[src/hdl/i2cm_pkg.sv]
`timescale 1ns / 1ps

package i2cm_pkg;

	// Input item kinds.
	localparam logic [1:0] KIND_TICK        = 2'd0;
	localparam logic [1:0] KIND_BEGIN_READ  = 2'd1;
	localparam logic [1:0] KIND_BEGIN_WRITE = 2'd2;
	localparam logic [1:0] KIND_SUPPLY      = 2'd3;

	// Completion status codes.
	localparam logic [1:0] STATUS_OK         = 2'd0;
	localparam logic [1:0] STATUS_ADDR_NACK  = 2'd1;
	localparam logic [1:0] STATUS_DATA_NACK  = 2'd2;

	// Configuration register indexes and reset values.
	localparam int unsigned CFG_INDEX_W = 2;
	localparam logic [CFG_INDEX_W-1:0] CFG_ACK_POLL_LIMIT   = 2'd0;
	localparam logic [CFG_INDEX_W-1:0] CFG_ADDR_ATTEMPT_LIM = 2'd1;
	localparam logic [15:0] ACK_POLL_LIMIT_RST   = 16'd2000;
	localparam logic [15:0] ADDR_ATTEMPT_LIM_RST = 16'd500;

	// One result item.
	typedef struct packed {
		logic       scl_level;
		logic       sda_level;
		logic       sda_driven;
		logic       byte_request;
		logic       read_valid;
		logic [7:0] read_data;
		logic       busy_res;
		logic       done_res;
		logic [1:0] status;
	} result_t;

endpackage

[src/hdl/i2cm_core.sv]
`timescale 1ns / 1ps

module i2cm_core (
	input  logic               clk,
	input  logic               arst_n,
	input  logic               accept,
	input  logic [1:0]         kind,
	input  logic [7:0]         address_byte,
	input  logic [7:0]         transfer_length,
	input  logic [7:0]         write_byte,
	input  logic               sda_sample,
	input  logic [15:0]        ack_poll_limit,
	input  logic [15:0]        address_attempt_limit,
	output i2cm_pkg::result_t  res
);
	import i2cm_pkg::*;

	typedef enum logic [3:0] {
		PH_IDLE, PH_START, PH_TXA, PH_TXD, PH_ACKA, PH_ACKD,
		PH_LOAD, PH_RX, PH_RXACK, PH_PRESTOP, PH_STOP
	} phase_t;

	phase_t      phase_q, n_phase;
	logic [2:0]  unit_q, n_unit;
	logic [3:0]  bit_q, n_bit, bit_inc;
	logic [7:0]  shift_q, n_shift, rx_shift;
	logic [7:0]  bytes_q, n_bytes;
	logic [15:0] att_q, n_att;
	logic [15:0] poll_q, n_poll, poll_inc;
	logic [7:0]  hold_q, n_hold;
	logic        hold_full_q, n_hold_full;
	logic        is_read_q, n_is_read;
	logic [7:0]  addr_q, n_addr;
	logic        scl_q, n_scl, sda_q, n_sda, drv_q, n_drv;
	logic        rv, done, acked, wants_now, wants_next;
	logic [7:0]  rd;
	logic [1:0]  st;
	logic [15:0] poll_lim, att_lim;

	assign poll_lim = (ack_poll_limit == 16'd0) ? 16'd1 : ack_poll_limit;
	assign att_lim  = (address_attempt_limit == 16'd0) ? 16'd1 : address_attempt_limit;
	assign bit_inc  = 4'(bit_q + 4'd1);
	assign poll_inc = 16'(poll_q + 16'd1);
	assign rx_shift = {shift_q[6:0], sda_sample};
	assign acked    = ~sda_sample;
	assign wants_now = (phase_q != PH_IDLE) && !is_read_q && (bytes_q != 8'd0) && !hold_full_q;

	always_comb begin
		n_phase = phase_q; n_unit = unit_q; n_bit = bit_q; n_shift = shift_q;
		n_bytes = bytes_q; n_att = att_q; n_poll = poll_q; n_hold = hold_q;
		n_hold_full = hold_full_q; n_is_read = is_read_q; n_addr = addr_q;
		n_scl = scl_q; n_sda = sda_q; n_drv = drv_q;
		rv = 1'b0; rd = 8'd0; done = 1'b0; st = STATUS_OK;
		unique case (kind)
			KIND_BEGIN_READ, KIND_BEGIN_WRITE: begin
				if (phase_q == PH_IDLE) begin
					n_addr = address_byte;
					n_is_read = (kind == KIND_BEGIN_READ);
					n_bytes = (n_is_read && transfer_length == 8'd0) ? 8'd1 : transfer_length;
					n_att = att_lim;
					n_hold_full = 1'b0; n_unit = 3'd0; n_bit = 4'd0; n_poll = 16'd0;
					n_phase = PH_START;
				end
			end
			KIND_SUPPLY: begin
				if (wants_now) begin
					n_hold = write_byte;
					n_hold_full = 1'b1;
				end
			end
			default: begin
				unique case (phase_q)
					PH_START: begin
						n_drv = 1'b1; n_scl = 1'b1;
						n_sda = (unit_q == 3'd0);
						if (unit_q == 3'd0) begin
							n_unit = 3'd1;
						end else begin
							n_unit = 3'd0; n_bit = 4'd0; n_shift = addr_q; n_phase = PH_TXA;
						end
					end
					PH_TXA, PH_TXD: begin
						n_drv = 1'b1;
						n_scl = (unit_q >= 3'd2);
						if (unit_q == 3'd1) n_sda = shift_q[7];
						if (unit_q < 3'd3) begin
							n_unit = 3'(unit_q + 3'd1);
						end else begin
							n_unit = 3'd0;
							n_shift = {shift_q[6:0], 1'b0};
							n_bit = bit_inc;
							if (bit_inc >= 4'd8) begin
								n_bit = 4'd0;
								n_phase = (phase_q == PH_TXA) ? PH_ACKA : PH_ACKD;
							end
						end
					end
					PH_ACKA, PH_ACKD: begin
						n_drv = 1'b0;
						n_scl = (unit_q >= 3'd2);
						if (unit_q < 3'd4) begin
							n_unit = 3'(unit_q + 3'd1);
							if (unit_q == 3'd3) n_poll = 16'd0;
						end else if (!acked && poll_inc < poll_lim) begin
							n_poll = poll_inc;
						end else begin
							if (!acked) n_poll = poll_inc;
							n_unit = 3'd0; n_bit = 4'd0;
							if (phase_q == PH_ACKA) begin
								if (acked) begin
									if (is_read_q) begin
										n_shift = 8'd0; n_phase = PH_RX;
									end else begin
										n_phase = (bytes_q != 8'd0) ? PH_LOAD : PH_PRESTOP;
									end
								end else begin
									n_att = 16'(att_q - 16'd1);
									if (n_att == 16'd0) begin
										n_phase = PH_IDLE; done = 1'b1; st = STATUS_ADDR_NACK;
									end else begin
										n_phase = PH_START;
									end
								end
							end else begin
								if (acked) begin
									n_phase = (bytes_q != 8'd0) ? PH_LOAD : PH_PRESTOP;
								end else begin
									n_phase = PH_IDLE; done = 1'b1; st = STATUS_DATA_NACK;
								end
							end
						end
					end
					PH_LOAD: begin
						n_drv = 1'b0; n_scl = 1'b0;
						if (hold_full_q) begin
							// The first tick of the first bit runs on this same tick.
							n_shift = hold_q; n_hold_full = 1'b0;
							n_bytes = 8'(bytes_q - 8'd1);
							n_bit = 4'd0; n_unit = 3'd1; n_phase = PH_TXD;
							n_drv = 1'b1;
						end
					end
					PH_RX: begin
						n_drv = 1'b0;
						n_scl = (unit_q >= 3'd3);
						if (unit_q < 3'd4) begin
							n_unit = 3'(unit_q + 3'd1);
						end else begin
							n_unit = 3'd0;
							n_shift = rx_shift;
							n_bit = bit_inc;
							if (bit_inc >= 4'd8) begin
								n_bit = 4'd0;
								rv = 1'b1; rd = rx_shift;
								if (bytes_q != 8'd0) n_bytes = 8'(bytes_q - 8'd1);
								n_phase = PH_RXACK;
							end
						end
					end
					PH_RXACK: begin
						n_drv = 1'b1;
						n_scl = (unit_q >= 3'd2);
						if (unit_q == 3'd1) n_sda = (bytes_q == 8'd0);
						if (unit_q < 3'd3) begin
							n_unit = 3'(unit_q + 3'd1);
						end else begin
							n_unit = 3'd0;
							n_phase = (bytes_q != 8'd0) ? PH_RX : PH_STOP;
						end
					end
					PH_PRESTOP: begin
						n_drv = 1'b0; n_scl = 1'b0;
						if (unit_q < 3'd1) begin
							n_unit = 3'(unit_q + 3'd1);
						end else begin
							n_unit = 3'd0; n_phase = PH_STOP;
						end
					end
					PH_STOP: begin
						n_drv = 1'b1; n_scl = 1'b1;
						n_sda = (unit_q != 3'd0);
						if (unit_q == 3'd0) begin
							n_unit = 3'd1;
						end else begin
							n_unit = 3'd0; n_phase = PH_IDLE; done = 1'b1; st = STATUS_OK;
						end
					end
					PH_IDLE: begin
					end
					default: begin
						n_phase = PH_IDLE; n_unit = 3'd0;
					end
				endcase
			end
		endcase
	end

	assign wants_next = (n_phase != PH_IDLE) && !n_is_read && (n_bytes != 8'd0) && !n_hold_full;

	always_comb begin
		res.scl_level    = n_scl;
		res.sda_level    = n_sda;
		res.sda_driven   = n_drv;
		res.byte_request = wants_next;
		res.read_valid   = rv;
		res.read_data    = rd;
		res.busy_res     = (n_phase != PH_IDLE);
		res.done_res     = done;
		res.status       = done ? st : STATUS_OK;
	end

	always_ff @(posedge clk or negedge arst_n) begin
		if (!arst_n) begin
			phase_q <= PH_IDLE; unit_q <= 3'd0; bit_q <= 4'd0; shift_q <= 8'd0;
			bytes_q <= 8'd0; att_q <= 16'd0; poll_q <= 16'd0; hold_q <= 8'd0;
			hold_full_q <= 1'b0; is_read_q <= 1'b0; addr_q <= 8'd0;
			scl_q <= 1'b1; sda_q <= 1'b1; drv_q <= 1'b1;
		end else if (accept) begin
			phase_q <= n_phase; unit_q <= n_unit; bit_q <= n_bit; shift_q <= n_shift;
			bytes_q <= n_bytes; att_q <= n_att; poll_q <= n_poll; hold_q <= n_hold;
			hold_full_q <= n_hold_full; is_read_q <= n_is_read; addr_q <= n_addr;
			sda_q <= n_sda;
			// After a failed transaction the clock is parked low and SDA released.
			scl_q <= (done && st != STATUS_OK) ? 1'b0 : n_scl;
			drv_q <= (done && st != STATUS_OK) ? 1'b0 : n_drv;
		end
	end

endmodule

[src/hdl/i2cm_out_reg.sv]
`timescale 1ns / 1ps

module i2cm_out_reg (
	input  logic               clk,
	input  logic               arst_n,
	input  logic               in_valid,
	output logic               in_stall,
	input  i2cm_pkg::result_t  d,
	output logic               out_valid,
	input  logic               out_stall,
	output i2cm_pkg::result_t  q
);
	import i2cm_pkg::*;

	logic    valid_q;
	result_t data_q;

	// The slot can refill in the same cycle that the consumer takes it.
	assign in_stall  = valid_q & out_stall;
	assign out_valid = valid_q;
	assign q         = data_q;

	always_ff @(posedge clk or negedge arst_n) begin
		if (!arst_n) begin
			valid_q <= 1'b0;
		end else if (in_valid && !in_stall) begin
			valid_q <= 1'b1;
		end else if (!out_stall) begin
			valid_q <= 1'b0;
		end
	end

	always_ff @(posedge clk) begin
		if (in_valid && !in_stall) begin
			data_q <= d;
		end
	end

endmodule

[src/hdl/i2c_master_bit_engine_unit.sv]
`timescale 1ns / 1ps

// Channel   Handshake              Payload
// input     in_valid / in_stall    kind, address_byte, transfer_length, write_byte, sda_sample
// output    out_valid / out_stall  scl_level, sda_level, sda_driven, byte_request, read_valid,
//                                  read_data, busy_res, done_res, status
// config    cfg_valid / cfg_ready  cfg_index, cfg_data
//
// Every accepted input transaction yields exactly one output transaction. The bus
// sequencer advances its state in the cycle the item is taken, and the result lands
// in a single output register, so one item per clock is sustained unless the consumer stalls.
// The input is stalled only when the output register is full and the consumer stalls.
// Reset puts the sequencer in idle with SCL, SDA and the SDA drive enable all high,
// the output register empty, and the limits at 2000 polls and 500 attempts.
// Configuration writes are always ready; indexes beyond the two registers are ignored.

module i2c_master_bit_engine_unit (
	input  logic                                 clk,
	input  logic                                 arst_n,
	input  logic                                 in_valid,
	output logic                                 in_stall,
	input  logic [1:0]                           kind,
	input  logic [7:0]                           address_byte,
	input  logic [7:0]                           transfer_length,
	input  logic [7:0]                           write_byte,
	input  logic                                 sda_sample,
	output logic                                 out_valid,
	input  logic                                 out_stall,
	output logic                                 scl_level,
	output logic                                 sda_level,
	output logic                                 sda_driven,
	output logic                                 byte_request,
	output logic                                 read_valid,
	output logic [7:0]                           read_data,
	output logic                                 busy_res,
	output logic                                 done_res,
	output logic [1:0]                           status,
	input  logic                                 cfg_valid,
	output logic                                 cfg_ready,
	input  logic [i2cm_pkg::CFG_INDEX_W-1:0]     cfg_index,
	input  logic [15:0]                          cfg_data
);
	import i2cm_pkg::*;

	logic [15:0] ack_poll_limit_q;
	logic [15:0] address_attempt_limit_q;
	logic        accept;
	result_t     step_res;
	result_t     out_res;

	// The configuration port never backs up.
	assign cfg_ready = 1'b1;

	always_ff @(posedge clk or negedge arst_n) begin
		if (!arst_n) begin
			ack_poll_limit_q        <= ACK_POLL_LIMIT_RST;
			address_attempt_limit_q <= ADDR_ATTEMPT_LIM_RST;
		end else if (cfg_valid && cfg_ready) begin
			if (cfg_index == CFG_ACK_POLL_LIMIT) ack_poll_limit_q <= cfg_data;
			if (cfg_index == CFG_ADDR_ATTEMPT_LIM) address_attempt_limit_q <= cfg_data;
		end
	end

	// The sequencer state moves only when an input transaction is taken.
	assign accept = in_valid & ~in_stall;

	i2cm_core u_core (
		.clk                   (clk),
		.arst_n                (arst_n),
		.accept                (accept),
		.kind                  (kind),
		.address_byte          (address_byte),
		.transfer_length       (transfer_length),
		.write_byte            (write_byte),
		.sda_sample            (sda_sample),
		.ack_poll_limit        (ack_poll_limit_q),
		.address_attempt_limit (address_attempt_limit_q),
		.res                   (step_res)
	);

	i2cm_out_reg u_out (
		.clk       (clk),
		.arst_n    (arst_n),
		.in_valid  (in_valid),
		.in_stall  (in_stall),
		.d         (step_res),
		.out_valid (out_valid),
		.out_stall (out_stall),
		.q         (out_res)
	);

	assign scl_level    = out_res.scl_level;
	assign sda_level    = out_res.sda_level;
	assign sda_driven   = out_res.sda_driven;
	assign byte_request = out_res.byte_request;
	assign read_valid   = out_res.read_valid;
	assign read_data    = out_res.read_data;
	assign busy_res     = out_res.busy_res;
	assign done_res     = out_res.done_res;
	assign status       = out_res.status;

endmodule

[config.mk]
export PLATFORM = sky130hd
export DESIGN_NAME = i2c_master_bit_engine_unit
export DESIGN_NICKNAME = d
export VERILOG_FILES = /design/src/hdl/i2cm_pkg.sv /design/src/hdl/i2cm_core.sv /design/src/hdl/i2cm_out_reg.sv /design/src/hdl/i2c_master_bit_engine_unit.sv
export SDC_FILE = /design/constraint.sdc
export NUM_CORES = 1
export LEC_CHECK = 0
export ABC_AREA = 1
export BUFFER_PORTS_ARGS = -buffer_cell sky130_fd_sc_hd__buf_2
export CAP_MARGIN = 10
export CORE_MARGIN = 2
export CORE_UTILIZATION = 40
export DETAILED_ROUTE_END_ITERATION = 7
export GPL_ROUTABILITY_DRIVEN = 0
export PLACE_DENSITY_LB_ADDON = 0.15
export SYNTH_ARGS = -nofsm -noshare
export SYNTH_HDL_FRONTEND = slang
export SYNTH_HIERARCHICAL = 1
export SYNTH_SLANG_ARGS = --single-unit
[constraint.sdc]
create_clock -name clk -period 5.65 [get_ports clk]
set_input_delay 1.13 -clock clk [delete_from_list [all_inputs] [get_ports clk]]
set_output_delay 1.13 -clock clk [all_outputs]
set_load 0.005 [all_outputs]
=== Word level (Yosys, flattened, before mapping) ===
Index checks and enable logic that the tools add are counted.
W data, S select, Z words.

* Register bits: 130
* Bits of input ports: 50
* Output and inout bits: 20

* $add $sub $neg: 5
* Magnitude comparators: 7
* Equal/unequal tests: 38
* Muxes and demuxes: 113
* Bitwise gates (word level): 7
* Reductions and logical operators: 56

{| class="wikitable"
|+ Operators with widths
! operator !! number
|-
| $mux W16 || 14
|-
| $mux W8 || 15
|-
| $mux W4 || 26
|-
| $pmux W16 S2 || 2
|-
| $logic_not A16 Y1 || 3
|-
| $pmux W8 S5 || 1
|-
| $pmux W4 S9 || 1
|-
| $pmux W8 S2 || 2
|-
| $mux W1 || 28
|-
| $mux W3 || 7
|-
| $pmux W3 S7 || 1
|-
| $pmux W4 S5 || 1
|-
| $ne A2 B2 Y1 const B || 9
|-
| $add A16 B1 Y16 const B || 1
|-
| $eq A4 B3 Y1 const B || 4
|-
| $logic_not A8 Y1 || 2
|-
| $lt A16 B16 Y1 || 1
|-
| $pmux W4 S2 || 2
|-
| $reduce_bool A8 Y1 || 2
|-
| $sub A16 B1 Y16 const B || 1
|-
| $ne A3 B3 Y1 const B || 5
|-
| $reduce_or A5 Y1 || 3
|-
| $mux W2 || 7
|-
| $eq A4 B4 Y1 const B || 3
|-
| other kinds (44) || 85
|}

=== Logic depth before layout (Yosys ltp) ===
Gate-level depths: netlist of run 1.

* Depth after elaboration: 13
* Depth in mapped cells: 25
* Gate-level depth less buffers: 24

=== Hierarchy ===
The synthesis of run 1 kept the hierarchy.

{| class="wikitable"
|+ Modules (own cells, without submodules)
! module !! times used !! cells an instance !! area each (sq um) !! seq. area each (sq um)
|-
| i2cm_core || 1 || 884 || 6200.9 || 2005.7
|-
| i2c_master_bit_engine_unit || 1 || 146 || 1382.6 || 815.8
|-
| i2cm_out_reg || 1 || 23 || 555.5 || 535.5
|}

=== Worst setup path after synthesis of run 1 ===
Ideal clock, no wire load.

* Path type: register to register
* From: register u_core.poll_q[0]
* To: register u_out.data_q (netlist bit u_out/q[13]), data pin
* Library setup time: 251 ps
* Arrival: 2921 ps
* Setup slack: 2478 ps
* Cell stages (with the launch flop): 24
* Buffers on the path: 1
* Path through: dfrtp_1 -> ha_1 -> nand2_1 -> nor2_1 -> nand3_1 -> nor2_1 -> nand2_1 -> nor2_1 -> nand4_1 -> xor2_1 -> inv_1 -> ha_1 -> nand4_1 -> a21oi_1 -> nor3_1 -> nand2_1 -> nand2_1 -> nand2_1 -> nand2_1 -> a21boi_0 -> nand3_1 -> nor2_1 -> nor2_1 -> buf_4

* Cells in the longest elaborated chain, start to end: 11

{| class="wikitable"
|+ RTL lines
! element !! line !! RTL
|-
| start, declared || i2cm_core.sv:29 || <nowiki>logic [15:0] poll_q, n_poll, poll_inc;</nowiki>
|-
| start signal, assigned || i2cm_core.sv:220 || <nowiki>bytes_q <= n_bytes; att_q <= n_att; poll_q <= n_poll; hold_q <= n_hold;</nowiki>
|-
| $add A16 B1 Y16 || i2cm_core.sv:43 || <nowiki>assign poll_inc = 16'(poll_q + 16'd1);</nowiki>
|-
| $lt A16 B16 Y1 || i2cm_core.sv:104 || <nowiki>end else if (!acked && poll_inc < poll_lim) begin</nowiki>
|-
| $logic_and A1 B1 Y1 || i2cm_core.sv:104 ||
|-
| $mux W4 || i2cm_core.sv:104 ||
|-
| $mux W4 || i2cm_core.sv:101 || <nowiki>if (unit_q < 3'd4) begin</nowiki>
|-
| $pmux W4 S9 || i2cm_core.sv:72 || <nowiki>unique case (phase_q)</nowiki>
|-
| $pmux W4 S2 || i2cm_core.sv:54 || <nowiki>unique case (kind)</nowiki>
|-
| $reduce_bool A4 Y1 || i2cm_core.sv:198 || <nowiki>assign wants_next = (n_phase != PH_IDLE) && !n_is_read && (n_bytes != 8'd0) && !n_hold_full;</nowiki>
|-
| $logic_and A1 B1 Y1 (3 in a row) || i2cm_core.sv:198 ||
|-
| net u_core.wants_next || i2cm_core.sv:35 || <nowiki>logic rv, done, acked, wants_now, wants_next;</nowiki>
|-
| end signal, assigned || i2cm_out_reg.sv:35 || <nowiki>data_q <= d;</nowiki>
|-
| end, declared || i2cm_out_reg.sv:16 || <nowiki>result_t data_q;</nowiki>
|}

The timed path passes the listed nets, and every way through them passes these cells.
A chain may end at the register's enable or synchronous reset.

=== Final worst setup path of run 1 ===
* From: register u_core.poll_q[0]
* To: register u_core.att_q[12]

* Cells in the longest elaborated chain, start to end: 5

{| class="wikitable"
|+ RTL lines
! element !! line !! RTL
|-
| $add A16 B1 Y16 || i2cm_core.sv:43 ||
|-
| $lt A16 B16 Y1 || i2cm_core.sv:104 ||
|-
| $logic_and A1 B1 Y1 || i2cm_core.sv:104 ||
|-
| $ne A2 B2 Y1 (no source line) || - ||
|-
| $reduce_and A8 Y1 (no source line) || - ||
|-
| end signal, assigned || i2cm_core.sv:220 ||
|-
| end, declared || i2cm_core.sv:28 || <nowiki>logic [15:0] att_q, n_att;</nowiki>
|}

No other way between the ends.

==> results of run 1 <==
## how the worst max path moves through the flow
stage          cells past startpoint          endpoint  slack [ps]             start
6_report                          21  u_core/att_q[12]        1830  u_core/poll_q[0]
5_1_grt                           21  u_core/att_q[10]        1380  u_core/poll_q[0]
4_1_cts                           21  u_core/att_q[11]        1840  u_core/poll_q[0]
3_5_place_dp                      11  u_core/poll_q[2]        1580         out_stall
3_3_place_gp                      11  u_core/poll_q[0]        1610         out_stall
2_1_floorplan                     23       u_out/q[13]        2480  u_core/poll_q[0]
## area by class of cell
type | count | share of cell area
timing repair buffer | 73 | 0.0412
clock inverter | 15 | 0.0184
sequential | 130 | 0.364
clock buffer | 17 | 0.0461
multi-input combinational | 724 | 0.428
tap | 270 | 0.0366
inverter | 160 | 0.0661
## power breakdown
group	leakage (nW)	switching [mW]	internal (mW)	total, mW
registers	1.55	0.208	1.23	1.44
logic	2.62	0.824	0.434	1.26
clock network	0.288	0.460	0.662	1.12
total	4.46	1.49	2.32	3.82
## stage by stage
step,hold WS (ps),setup WS (ps)
after floorplan,446,2480
after global placement,462,1610
after detailed placement,465,1580
after CTS,478,1840
after global routing,488,1380
final,474,1830
## synthesized netlist by cell type (all sizes together), types with 2 or more instances
library cell,number
o211ai,20
a31oi,9
clkbuf,13
dfstp,15
xor2,20
buf,26
nor3,21
nand4,32
edfxtp,17
nor4,11
nor2,123
nand3b,2
o2111ai,2
o31ai,3
a22oi,2
o21ai,78
nand3,51
nand2,237
o21a,2
mux2,9
dfrtp,98
ha,30
a21oi,35
o221ai,10
o22ai,15
xnor2,2
inv,159
## cell families (layout without fill, tap and decap cells)
logic type / Yosys count / in the layout
and+or+nand+nor: 480 / 480
AOI/OAI and AO/OA: 181 / 181
adders and majority gates: 31 / 31
muxes: 9 / 9
xor gates and xnor gates: 22 / 22
buffers and inverters: 199 / 265
other: 1 / 1
DFF: 130 / 130
## flip-flops by register name, summed over array words and instances, names as in the netlist
register / flops
u_core/bit_q: 4
u_core/unit_q: 3
u_core/att_q: 16
u_core/hold_full_q: 1
u_out/q: 17
u_core/bytes_q: 8
ack_poll_limit_q: 16
u_core/poll_q: 16
u_core/addr_q: 8
address_attempt_limit_q: 16
u_core/is_read_q: 1
u_core/hold_q: 8
u_core/shift_q: 8
u_core/scl_q: 1
u_core/sda_q: 1
u_core/phase_q: 4
u_core/drv_q: 1
u_out/out_valid: 1
## per-layer routing
layer  share of wire  GRT usage  vias up
li1                -          -     3600
met1            0.47      0.266     3224
met2            0.46      0.310      227
met3           0.051     0.0363       36
met4           0.019     0.0675        0
met5               0          0        -
## worst register-to-register path, delay by kind of cell, from the launching register on
family                     cells  cell delay, ps
adders and majority gates      2             490
xor gates and xnor gates       1             220
and+or+nand+nor               11            1260
DFF                            1             400
AOI/OAI and AO/OA              4             570
buffers and inverters          3             800
==> flow_results.org, run 1 <==
** Placement
- Summing all placed instances gives a cell area of 8640 um^2.
- # placed instances :: 1,357
- Detailed-placement wirelength estimate :: 14,900 um
- During placement, the flow inserted port buffers numbering a little under 70.

** GRT
- Global-route wire length before repair :: roughly 34,000 um
- In the global route stage, overall resource usage came out at 0.194.
- The via count of the first global-routing pass was 6,647.
- The initial antenna violation count came to 0.
- Largest net degree at the start of global routing :: 71
- Global route overflow :: 0

** CTS
- Number of gates given a new drive strength after cts :: 0
- Clock slew seen by the registers of the worst setup and hold paths :: roughly 60 ps
- For this design, the sink count on the clock tree is 130.
- Maximum clock path buffer count :: 2
- The H-tree was split into 4 levels.
- Post-cts hold buffer count :: 0
- Root buf cell :: sky130_fd_sc_hd__clkbuf_16
- Buffers added to address setup during post-CTS repair amount to 0.
- TritonCTS clock tree :: built
- Clock latency on the worst-skew pair :: 420 ps
- The number of clock buffers added by TritonCTS is 17.

** Cells and area
- The area growth from synthesis to layout is 13.5%.
- Fraction of layout instances using a drive strength above 1 :: 0.150
- Layout Cell Area excl Fill :: 9230 um^2
- For this run, the share of the core covered by cells in the final layout is 0.459.
- In the final layout, the multi-input gates occupy 3950 um^2.
- Leaving out fill and tap cells, the most frequent cell in the layout is sky130_fd_sc_hd__nand2_1.
- Number of diodes added for antenna fixing :: 0
- In the layout the commonest cells are sky130_fd_sc_hd__nand2_1, sky130_fd_sc_hd__inv_1, sky130_fd_sc_hd__nor2_1, sky130_fd_sc_hd__dfrtp_1, sky130_fd_sc_hd__o21ai_0.
- Summing all flip-flop and latch instances after layout gives 3360 um^2.
- Final Non-Filler Cells :: 1,389
- After the last flow step, the layout net total stands at 1,187.
- FILL cells :: about 2,000

** Drt
- Dividing the detail-routed via count by the number of cells gives 5.10.
- For this block, the routed nets add up to 20,200 um of wire.
- Detailed-router iteration count before antenna repair :: 7
- The detail route stage leaves a number of antenna-violating nets equal to 0.
- Post-route DRC :: 0
- For this block, the initial DRC count from the detailed router was 650.
- The detailed router placed slightly above 7,000 vias in this run.
- In the final routed layout, each cell accounts on average for 14.5 um.

** Synth
- Proportion of synthesized area in mux cells :: 0.0125
- In this run, synthesis inferred 17 flip-flops with an integrated enable.
- Largest family of logic cells by synthesized area :: simple AND/OR/NAND/NOR gates
- Synthesis instantiated 57 different standard cells from the library.
- Adder-cell share of the synthesized area :: 0.0486
- Commonest register cell after synthesis :: sky130_fd_sc_hd__dfrtp_1
- Synthesized net count :: 1,134
- Compound-gate portion of the synthesized area :: 0.132
- The share of synthesized area in the top cell type comes to 0.301.
- Basic-gate share of the synthesized area counting and, or, nand and nor cells :: 0.269
- Ranked by total cell area, the synthesized netlist is headed by sky130_fd_sc_hd__dfrtp_1, sky130_fd_sc_hd__nand2_1, sky130_fd_sc_hd__inv_1.
- For this run, asynchronously set or reset flops after synthesis account for 0.869.
- Mapped Area :: 8140 um^2
- Leading area contributor after synthesis :: sky130_fd_sc_hd__dfrtp_1
- Post-synthesis cell count :: 1,053
- Register area share after synthesis :: 0.412
- Synth warnings :: 6
- Of the total synthesized cell area, the portion taken by XOR and XNOR cells is 0.0237.
- In this run, synthesis produced a sequential element count of between 100 and 150.
- A synthesized cell averages 7.73 um^2.

** Die
- Area enclosed by the die boundary :: around 22,000 um^2
- Core Area :: 20,100 um^2
- Initial standard-cell utilization of the core :: 0.405
- In this run the horizontal extent of the chip is 147 um.
- Number of core rows :: 52
- Die Y :: 147 um
- 70 I/O pins were placed.

** STA
- RSZ-0062 raised after global routing :: false
- At the pin with the least slew margin, the transition time is 1080 ps.
- Summed over all failing endpoints, the final setup total negative slack is 0 ps.
- The worst path needs 3820 ps of the cycle, external delays included.
- Final number of setup-violating endpoints :: 0
- Highest attainable clock frequency :: 262 MHz
- Clock skew after layout :: 7.23 ps
- Hold Violations, Final :: 0
- Measured against its own limit, the worst slew margin works out to 0.282.
- Final slew viol count :: 0
- Dividing the final minimum period by the clock period gives 0.676.

** Critical path
- By instance count, the cell type seen most on the critical path is sky130_fd_sc_hd__nand2_1.
- Worst R2R End :: u_core/att_q[12]
- Startpoint of the most critical register-to-register path :: u_core/poll_q[0]
- The worst setup path is captured at a flop.
- Data on the critical path is required at its endpoint by 5980 ps.
- FF-to-FF setup slack :: 1830 ps
- The worst setup path is launched from a flop.
- Chain of cells forming the critical path :: ha_1, nand2_1, nor2_1, nand3_1, nor2_1, nand2_1, nor2_1, nand4_1, xor2_1, inv_1, ha_1, nand4_1, a21oi_1, nor3_1, nand2_1, inv_1, nand2_1, o2111ai_1, inv_1, o211ai_1, o21ai_0
- Top fanout value on the critical path :: 32
- Category of the most critical setup path :: flop to flop
- Broken down by cell family, the worst path's largest delay share belongs to simple AND/OR/NAND/NOR gates.
- Data arrival time at the worst-slack endpoint :: 4150 ps
- Critical path's largest stage delay :: 630 ps
- Reg2reg path depth :: 21
- Critical path's slowest cell :: sky130_fd_sc_hd__inv_1
- Counting both buffers and inverters, the worst setup path holds a total of 3.

** Worst hold path
- The worst hold path was traced through 2 stages.
- The path class of the tightest hold or removal check is flop to flop.
- Worst min-delay path endpoint :: u_core/sda_q
- The worst hold path begins at u_core/sda_q.

** Outcome
- Outcome :: completed

** Power
- Total power draw :: 3.82 mW
- Pleak :: 4.46 nW
- Power per unit of standard cell area :: 413 nW/um^2
- Maximum vdd drop :: approximately 210 uV

** Run
- Max Cap Viol :: 0
(Power assumes the default switching activity.)
==> inputs of run 2 (changes only) <==
clock period = 3.9 ns   (was 5.65 ns; I/O delays follow)
==> flow_results.org, run 2 (synthesized netlist as in run 1, its figures left out) <==
** Die
- Area enclosed by the die boundary :: roughly 22,000 um^2
- Chip width :: roughly 150 um
- The total area inside the core boundary comes to 20,100 um^2.
- Number of core rows :: 52
- For this configuration, the core starts out at a cell density of 0.405.
- 70 I/O pins were placed.
- Die Y :: 147 um

** CTS
- Clock slew seen by the registers of the worst setup and hold paths :: 60 ps
- The tree is rooted in a sky130_fd_sc_hd__clkbuf_16.
- Buffers added to address setup during post-CTS repair amount to 0.
- Clock tree synthesis inserted a total of 17 buffers.
- Clock latency on the worst-skew pair :: 430 ps
- The longest clock path from root to sink contains 2 buffers.
- Clock tree synthesis found a total of 130 sinks.
- # H-tree levels :: 4
- TritonCTS built the clock tree.

** STA
- Final hold slack :: ~350 ps
- The hold violation count in the final report was 0.
- Worst slew pin tran :: 800 ps
- After routing, the total negative slack on setup checks comes to 0 ps.
- Final worst path period share :: 0.882
- Final slew viol count :: 0
- Final number of setup-violating endpoints :: 0
- The smallest clock period supported by the final layout is computed as roughly 3400 ps.
- Setup repair after global routing left no endpoint under its margin.
- Highest attainable clock frequency :: approximately 290 MHz
- After layout, the worst setup slack is 459 ps.
- Headroom to the max-slew limit :: 0.461
- Clock skew after layout :: about 7.6 ps

** Power
- Power dissipated by switching net loads :: 2.17 mW
- Of the total power, the share spent switching nets is 0.391.
- The share of total power dissipated in combinational logic is 0.333.
- Total power draw :: between 5 and 6 mW
- Pleak :: 4.50 nW
- Internal power contribution :: ~3.4 mW
- Proportion of power drawn by flip-flops and latches :: 0.374
- Power per unit of standard cell area :: 595 nW/um^2
- Maximum vdd drop :: 346 uV
- Of the total power, the clock network draws 0.293.

** Cells and area
- The register with the most flip-flops in the layout has 17 of them.
- Synth-to-layout area growth :: 14.4%
- Most frequent standard cell in the layout excluding fill and tap cells :: sky130_fd_sc_hd__nand2_1
- In the final design database the tool counted 1,195 nets.
- The number of antenna diodes in the final layout is 0.
- Leading cell types in the layout, fill and taps excluded :: sky130_fd_sc_hd__nand2_1, sky130_fd_sc_hd__inv_1, sky130_fd_sc_hd__nor2_1, sky130_fd_sc_hd__dfrtp_1, sky130_fd_sc_hd__o21ai_0
- In the final layout, the share of cells above drive strength 1 is 0.160.
- The finished cells cover 9310 um^2.
- Measured on the finished design, the core utilization comes to 0.463.
- Once layout is complete, the cells apart from fillers number 1,397.

** GRT
- Entering global routing, the biggest net connects 44 pins.
- Global-route total usage across every layer :: 0.197
- In this run the most used layer during global routing was met2.
- Met1 usage in global routing :: 0.269
- Met2 usage in global routing :: 0.312
- Met3 Usage GRT :: 0.0369
- Via count of the first global-routing pass :: 6,766
- The initial antenna violation count came to 0.
- The first global-routing pass estimated ~34,000 um of wire.
- The total overflow left after global routing is 0.

** Critical path
- The critical path starts at u_core/poll_q[0].
- Critical path's slowest cell :: sky130_fd_sc_hd__dfrtp_1
- For this run, the slowest stage of the critical path takes 400 ps.
- Critical Path End Type :: flop
- Chain of cells forming the critical path :: ha_1, nand2_1, nor2_2, nand3_1, nor2_1, nand2_1, nor2_2, nand4_1, xor2_1, inv_1, ha_1, nand4_1, a21oi_1, nor3_1, nand2_1, nand2_1, nand2_1, nand2_1, a21boi_0, nand3_1, nor2_2, nor2_1
- Startpoint of the most critical register-to-register path :: u_core/poll_q[0]
- Top fanout value on the critical path :: 5
- The worst setup path is of the flop to flop kind.
- Startpoint kind of the worst setup timing path :: flop
- Cell occurring most often along the worst timing path :: sky130_fd_sc_hd__nand2_1
- The number of buffers and inverters on the critical path is 1.
- Data arrival time at the worst-slack endpoint :: 3620 ps
- Data required time of the worst path :: 4080 ps
- In this design, the largest share of critical-path delay is due to simple AND/OR/NAND/NOR gates.

** Outcome
- The flow ran to the end, and the final reports show no timing, DRC or antenna violations.

** Placement
- # placed instances :: 1,365
- Placed Instance Area :: 8700 um^2
- Post-placement setup slack :: around 360 ps
- IO buf count :: 68
- Detailed-placement wirelength estimate :: approximately 15,000 um

** Drt
- In the routed layout, each cell is associated on average with a via count of 5.14.
- For this block, the initial DRC count from the detailed router was 556.
- For this run, design rule violations remaining after detail routing come to 0.
- Antenna-violating nets left :: 0
- Via count :: 7,184
- The routed design has 20,200 um of wire.
- Detailed-router iteration count before antenna repair :: 5
- Detailed-route wire length per cell :: 14.5 um

** Worst hold path
- Hold WC Path Type :: input port to asynchronous set/reset pin

** Run
- The tool flagged a number of max-cap violations equal to 0.
-- run 2: changes by cell type in the layout (fill, tap and decap cells not counted), sizes merged --
cell	previous run	this run
clkinvlp	2	1
inv	167	166
clkinv	4	6
buf	73	81
-- run 2: worst register-to-register path: cells and delay by family (launching register included) --
kind / cells / cell delay (ps)
DFF: 1 / 400
xor gates and xnor gates: 1 / 190
buffers and inverters: 1 / 70
adders and majority gates: 2 / 490
AOI/OAI and AO/OA: 2 / 350
and+or+nand+nor: 16 / 1710
-- run 2: power by group through the flow --
stage | logic (mW) | registers [mW] | clock network, mW
CTS | 1.84 | 2.07 | 1.66
global route | 2.10 | 2.13 | 1.73
floorplan | 1.45 | 1.98 | 0
finish | 1.84 | 2.07 | 1.63
detailed placement | 1.83 | 2.09 | 0
global placement | 1.81 | 2.09 | 0
-- run 2: final timing paths --
kind	to	slack [ps]	cells after the start
max reg2reg	u_out/q[13]	460	22
max in group asynchronous	ack_poll_limit_q[6]	2670	2
min reg2reg	u_core/sda_q	470	2
max	u_out/q[13]	460	22
min	u_core/bytes_q[4]	350	1
min in group clk	u_core/sda_q	470	2
-- run 2: cell type report --
class	count	area [um^2]
inverter	160	611
tap	270	338
multi-input combinational	724	3970
sequential	130	3360
clock inverter	15	171
clock buffer	17	425
fill	2030	10800
timing repair buffer	81	440
-- run 2: repair_timing --
item / in CTS / in global routing
endpoints found under the setup margin: 0 / 15
hold buffers: 0 / 0
gates resized for setup: 0 / 4
-- run 2: per-layer routing --
layer / vias to the layer above / share of wire
met5: - / 0
met4: 0 / 0.024
met3: 37 / 0.043
met2: 200 / 0.46
met1: 3331 / 0.47
li1: 3616 / -
